<file path="config.mk">
export PLATFORM = sky130hd
export DESIGN_NAME = nae_mem
export DESIGN_NICKNAME = d
export VERILOG_FILES = /design/src/rtl/nae_mem.sv
export SDC_FILE = /design/constraint.sdc
export NUM_CORES = 1
export LEC_CHECK = 0
export ABC_AREA = 0
export BUFFER_PORTS_ARGS = -buffer_cell sky130_fd_sc_hd__buf_2
export CAP_MARGIN = 0
export CELL_PAD_IN_SITES_DETAIL_PLACEMENT = 0
export CELL_PAD_IN_SITES_GLOBAL_PLACEMENT = 1
export CORE_MARGIN = 5
export CORE_UTILIZATION = 40
export DETAILED_ROUTE_END_ITERATION = 10
export GPL_TIMING_DRIVEN = 0
export PLACE_DENSITY = 0.66
export SYNTH_ARGS = -nofsm -noshare
export SYNTH_HDL_FRONTEND = slang
export SYNTH_SLANG_ARGS = --single-unit
</file>
<file path="constraint.sdc">
create_clock -name clk -period 3.1 [get_ports clk]
set_input_delay 0.62 -clock clk [delete_from_list [all_inputs] [get_ports clk]]
set_output_delay 0.62 -clock clk [all_outputs]
set_load 0.02 [all_outputs]
</file>
<file path="src/rtl/nae_mem.sv">
// Generic single-port synchronous RAM with a registered read.
module nae_mem #(
  parameter int DEPTH = 16,
  parameter int WIDTH = 16
) (
  input  logic                     clk,
  input  logic                     we,
  input  logic [$clog2(DEPTH)-1:0] addr,
  input  logic [WIDTH-1:0]         wdata,
  output logic [WIDTH-1:0]         rdata
);
  logic [WIDTH-1:0] mem [DEPTH];
  always_ff @(posedge clk) begin
    if (we) begin
      mem[addr] <= wdata;
    end
    rdata <= mem[addr];
  end
endmodule

</file>
==> impl_results.md, run 1 <==
- Count of cells along the worst register-to-register path: 3
- Width of the die: 168 um
- Synthesized net count: 456
- Fmax: 454 MHz
- Startpoint of the most critical setup path: addr[1]
- Routed wirelength normalized by instance count: 24.4 um
- Synth unique cells: 18
- First drt pass iteration count: 5
- Synth-to-Final Area Change: 17.5%
- Post-CTS repair timing setup buffer count: 0
- Row cnt: 58
- Crit end category: flip-flop
- Total Die Area: 28,300 um2
- Worst Path Arrival: 2430 ps
- Top-Level Pins: 38
- Worst Hold Path Cells: 1
- Worst slack at placement: 389 ps
- Avg Synthesized Cell Area: 23.1 um2
- Path type of the worst min-delay path: in2reg
- Worst relative slew slack: 36.6%
- Number of antenna diodes: 0
- Number of hold buffers added after cts: 0
- Number of violations reported at the end of detailed-routing iteration 0: 386
- PnR Total Power: 7.66 mW
- Die Height: 168 um
- Lkg Pwr: 3.80 nW
- Number of port buffers: 35
- Required time of the critical path: 3330 ps
- Cell type with the largest total area after synthesis: sky130_fd_sc_hd__edfxtp_1
- Final critical-path share of the clock period: 71.0%
- Sort of element at the start of the critical path: primary input
- Fill cells: 2,070
- Cells after Synth: 434
- Commonest register cell after synthesis: sky130_fd_sc_hd__edfxtp_1
- Number of flops mapped to enable cells by yosys: 256
- Final hold slack: 457 ps
- CTS H-tree lvls: 1
- Min-delay src: wdata[11]
- Peak supply drop: 0.375 mV
- Number of clock sinks: 272
- Max-cap violation count: 0
- Top post-synthesis cells by count: sky130_fd_sc_hd__edfxtp_1, sky130_fd_sc_hd__mux4_2, sky130_fd_sc_hd__a22oi_1
- R2R Path Start: mem[10][3]
- Reg2Reg Setup Slack: 1790 ps
- Final setup violation count: 0
- Placeable Area: 25,000 um2
- Area share of the leading cell type in the synthesized netlist: 76.7%
- Overflow after GRT: 0
- Count of final max-slew check failures: 0
- Minimum period implied by the final worst setup slack: 2200 ps
- Largest net degree at the start of global routing: 17
- First-pass GRT wire length: 32,100 um
- Leading cell type by number of instances after synthesis: sky130_fd_sc_hd__edfxtp_1
- Worst Max-Slew Pin Slew: 945 ps
- Max Clock Skew: 12.2 ps
- Antenna violations before repair: 0
- Post-route DRC: 0
- Count of warnings emitted by yosys: 0
- Hold path endpoint: mem[9][11]
- Final design utilization: 47.2%
- Count of endpoints failing hold in the final timing report: 0
- Post-DP Area: 10,900 um2
- Post-detailed-placement half-perimeter wirelength: 13,700 um
- PwrDens: 650 nW/um2
- Post-cts resize count: 0
- Setup slack of the critical path after layout: 899 ps
- Gpl congestion: 0.724
- Effective utilization at floorplan: 40.2%
- Share of flip-flops with an asynchronous set or reset after synthesis: 0%
- CP max FO: 10
- Number of nets still failing antenna checks after routing: 0
- Setup repair after global routing missed its margin: false
- Crit Reg-Reg Endpoint: rdata[3]
- Via total after detailed routing: 4,655
- Result of the run: finished, final reports clean
- DR vias/cell: 5.36
- Cells taking the most area after synthesis: sky130_fd_sc_hd__edfxtp_1, sky130_fd_sc_hd__mux4_2, sky130_fd_sc_hd__dfxtp_1
- Post-synth design cell area: 10,000 um2
- Final std cell area, no fill: 11,800 um2
- Classification of the worst setup path: in2reg
- Share of synthesized area occupied by flip-flops and latches: 79.9%
- Buffers from clock root to sink, at most: 3
- Reg clk slew, reported paths: 60 ps
- Layout cell share with drive strength beyond 1: 33.8%
- Clock root buffer master: sky130_fd_sc_hd__clkbuf_16
- Count of nets after finishing: 539
- Clock insertion delay at the later pin of the skew report: 530 ps
- Routed Wire Length: 21,200 um
- TritonCTS buffer count: 28
- Synthesis-stage register bit count: 272
- CTS tree: done
- Via count of the first global-routing pass: 4,909
- All-Layer GR Usage: 15.3%
==> metal layers <==
layer  vias up  track usage, %  wire length [um]
met5         -               0                 0
met4         0            3.03               209
met3        23            2.63              1250
met2       153            24.2             10200
met1      2468            22.7              9540
li1       2011               -                 -
==> power by group <==
part	total (mW)	leakage, nW	internal, mW	switching (mW)
sequential	4.13	2.45	4.11	0.0191
combinational	0.412	0.918	0.161	0.251
clock	3.12	0.433	1.81	1.31
total	7.66	3.80	6.08	1.58
==> cell families (layout without fill, tap and decap cells) <==
| group | Yosys count | in the layout | synth area share [%] |
|---|---|---|---|
| flops | 272 | 272 | 79.9 |
| simple gates | 43 | 43 | 1.92 |
| buf+inv | 23 | 128 | 1.34 |
| compound gates | 32 | 32 | 2.40 |
| mux | 64 | 64 | 14.5 |
==> worst max path at each step <==
stage	end	slack, ps	cells past startpoint
6_report	mem[3][6]	900	5
5_1_grt	mem[3][6]	820	5
4_1_cts	mem[2][6]	930	5
3_5_place_dp	mem[2][7]	390	5
3_3_place_gp	mem[0][7]	-920	3
2_1_floorplan	mem[0][0]	420	2
==> state kept, by name, summed over array words and instances, names as in the netlist <==
name and count:
mem 256, rdata 16
==> critical path: stages <==
cell and delay, ps:
sky130_fd_sc_hd__buf_2 180, sky130_fd_sc_hd__clkbuf_1 490, sky130_fd_sc_hd__nand2_1 300, sky130_fd_sc_hd__nor2_2 600
sky130_fd_sc_hd__buf_8 240
==> per-stage QoR <==
step | std cells | setup TNS (ps)
6_report | 869 | 0
2_1_floorplan | 434 | 0
3_5_place_dp | 817 | 0
4_1_cts | 869 | 0
3_3_place_gp | 799 | -78370
5_1_grt | 869 | 0
==> placed cells by master, fill, tap and decap left out, drive strengths merged <==
cell / netlist / routed
nand3: 1 / 1
nand2b: 2 / 2
bufinv: 0 / 1
edfxtp: 256 / 256
nor2b: 2 / 2
buf: 9 / 62
clkbuf: 14 / 50
clkinv: 0 / 15
or3b: 1 / 1
nand2: 17 / 17
dfxtp: 16 / 16
nor3: 4 / 4
nor2: 13 / 13
and2: 1 / 1
nand3b: 2 / 2
mux4: 64 / 64
a22oi: 32 / 32
==> area by class of cell <==
cell class,instances,area [um2],area share [%]
Buffer,23,134,1.14
Multi-Input combinational cell,139,1930,16.4
Clock buffer,36,762,6.47
Clock inverter,16,103,0.871
Sequential cell,272,8010,68.0
Timing Repair Buffer,53,427,3.62
Tap cell,330,413,3.51
Power figures use the tool's default switching activity.
==> run 2, diff against run 1 <==
clock period = 2.2 ns   (was 3.1 ns; I/O delays follow)
==> impl_results.md, run 2 (same netlist as run 1, synthesis figures left out) <==
- Placeable Area: 25,000 um2
- Critical path's largest stage delay: 620 ps
- Largest net degree at the start of global routing: 17
- Final critical-path share of the clock period: 95.5%
- Top-Level Pins: 38
- Placed Cells incl. Taps: 818
- Worst Max-Slew Pin Slew: 900 ps
- Via count of the first global-routing pass: 5,070
- CTS H-tree lvls: 1
- Largest registers: mem (256), rdata (16)
- Number of port buffers: 35
- First-pass GRT wire length: 31,900 um
- Effective utilization at floorplan: 40.2%
- Count of nets after finishing: 540
- Layout cell share with drive strength beyond 1: 34.0%
- Total Die Area: 28,300 um2
- Die Height: 168 um
- PwrDens: 936 nW/um2
- Antenna violations before repair: 0
- Classification of the worst setup path: in2reg
- Clock root buffer master: sky130_fd_sc_hd__clkbuf_16
- Count of endpoints failing hold in the final timing report: 0
- Gpl congestion: 0.723
- Max-cap violation count: 0
- Clock insertion delay at the later pin of the skew report: 530 ps
- Leading cell type in the layout, fill and taps excluded: sky130_fd_sc_hd__edfxtp_1
- Psw: 2.23 mW
- Net switching share of the total power: 20.0%
- Overflow after GRT: 0
- Sequential cell area: 8010 um2
- Post-cts resize count: 0
- Row cnt: 58
- Routed Wire Length: 21,200 um
- Power Internal: 8.91 mW
- Fill cells: 2,056
- CP max FO: 10
- Reg clk slew, reported paths: 60 ps
- Minimum period implied by the final worst setup slack: 2100 ps
- Sort of element at the start of the critical path: primary input
- Number of antenna diodes: 0
- Slowest cell on crit path: sky130_fd_sc_hd__nor2_2
- Fmax: 476 MHz
- Crit end category: flip-flop
- Post-route DRC: 0
- Number of violations reported at the end of detailed-routing iteration 0: 353
- Worst slack at placement: -443 ps
- Count of final max-slew check failures: 0
- Result of the run: finished, final reports clean
- Setup repair after global routing missed its margin: false
- All-Layer GR Usage: 15.2%
- Count of cells along the worst register-to-register path: 3
- Post-route non-filler standard cell count: 869
- Buffers from clock root to sink, at most: 3
- Flip-flop count of the largest register after layout: 256
- Largest reg by FF count: mem
- Final setup violation count: 0
- Worst relative slew slack: 40.0%
- Setup slack of the critical path after layout: 98.3 ps
- Post-detailed-placement half-perimeter wirelength: 13,700 um
- Lkg Pwr: 3.84 nW
- Via total after detailed routing: 4,665
- Highest-count cells in the layout ignoring fill and taps: sky130_fd_sc_hd__edfxtp_1, sky130_fd_sc_hd__mux4_2, sky130_fd_sc_hd__buf_2, sky130_fd_sc_hd__a22oi_1, sky130_fd_sc_hd__clkbuf_16
- Worst Hold Path Cells: 1
- Routed wirelength normalized by instance count: 24.4 um
- Share of total power in sequential cells: 52.2%
- Worst Path Arrival: 2330 ps
- Path type of the worst min-delay path: in2reg
- Max Clock Skew: 9.69 ps
- Synth-to-Final Area Change: 18.8%
- Number of clock sinks: 272
- Clk network pwr share: 42.5%
- Peak supply drop: 0.489 mV
- Ordered cell list for the critical path: buf_2 > clkbuf_1 > nand2_1 > nor2_2 > buf_8
- Number of nets still failing antenna checks after routing: 0
- Post-CTS repair timing setup buffer count: 0
- TritonCTS buffer count: 28
- DR vias/cell: 5.37
- Part of the power in combinational logic: 5.2%
- CTS tree: done
- Area taken by multi-input logic gates: 1940 um2
- Final design utilization: 47.7%
- Number of hold buffers added after cts: 0
- Required time of the critical path: 2430 ps
- First drt pass iteration count: 4
- Width of the die: 168 um
run 2: through the flow:
| stage | hold WS, ps | total power, mW | TNS [ps] | cell area [um2] |
|---|---|---|---|---|
| 2_1_floorplan | 539 | 6.26 | -9870 | 10000 |
| 3_3_place_gp | 668 | 6.48 | -267000 | 10600 |
| 3_5_place_dp | 667 | 6.53 | -44550 | 11000 |
| 4_1_cts | 255 | 11.3 | 0 | 11900 |
| 5_1_grt | 271 | 11.5 | 0 | 11900 |
| 6_report | 281 | 11.1 | 0 | 11900 |
run 2: power by group through the flow:
stage / Combinational, mW / Clock, mW / Sequential (mW)
after global routing: 0.628 / 5.08 / 5.83
after CTS: 0.598 / 4.85 / 5.82
after detailed placement: 0.595 / 0 / 5.93
after floorplan: 0.290 / 0 / 5.97
after global placement: 0.553 / 0 / 5.93
final: 0.583 / 4.74 / 5.82
run 2: per-layer routing:
layer / vias to the layer above / wire (um) / GRT usage, %
met5: - / 0 / 0
met4: 0 / 427 / 4.23
met3: 33 / 1090 / 2.28
met2: 146 / 10400 / 24.5
met1: 2468 / 9240 / 21.8
li1: 2018 / - / -
run 2: path summary, 6_finish.rpt:
kind,start,endpoint,slack (ps)
worst max register to register,mem[11][3],rdata[3],870
worst min-delay path,wdata[9],mem[6][9],280
worst min register to register,mem[14][11],rdata[11],670
worst max-delay path,addr[1],mem[7][6],100
run 2: worst max-delay path, delay by kind of cell:
kind,cells,cell delay (ps)
buffers and inverters,3,940
and+or+nand+nor,2,930
run 2: area by class of cell:
cell class | instances | share of cell area (%)
Timing Repair Buffer | 54 | 3.99
Multi-Input combinational cell | 139 | 16.3
Clock inverter | 11 | 1.11
Tap cell | 330 | 3.47
Buffer | 23 | 1.12
Clock buffer | 40 | 6.78
Sequential cell | 272 | 67.2
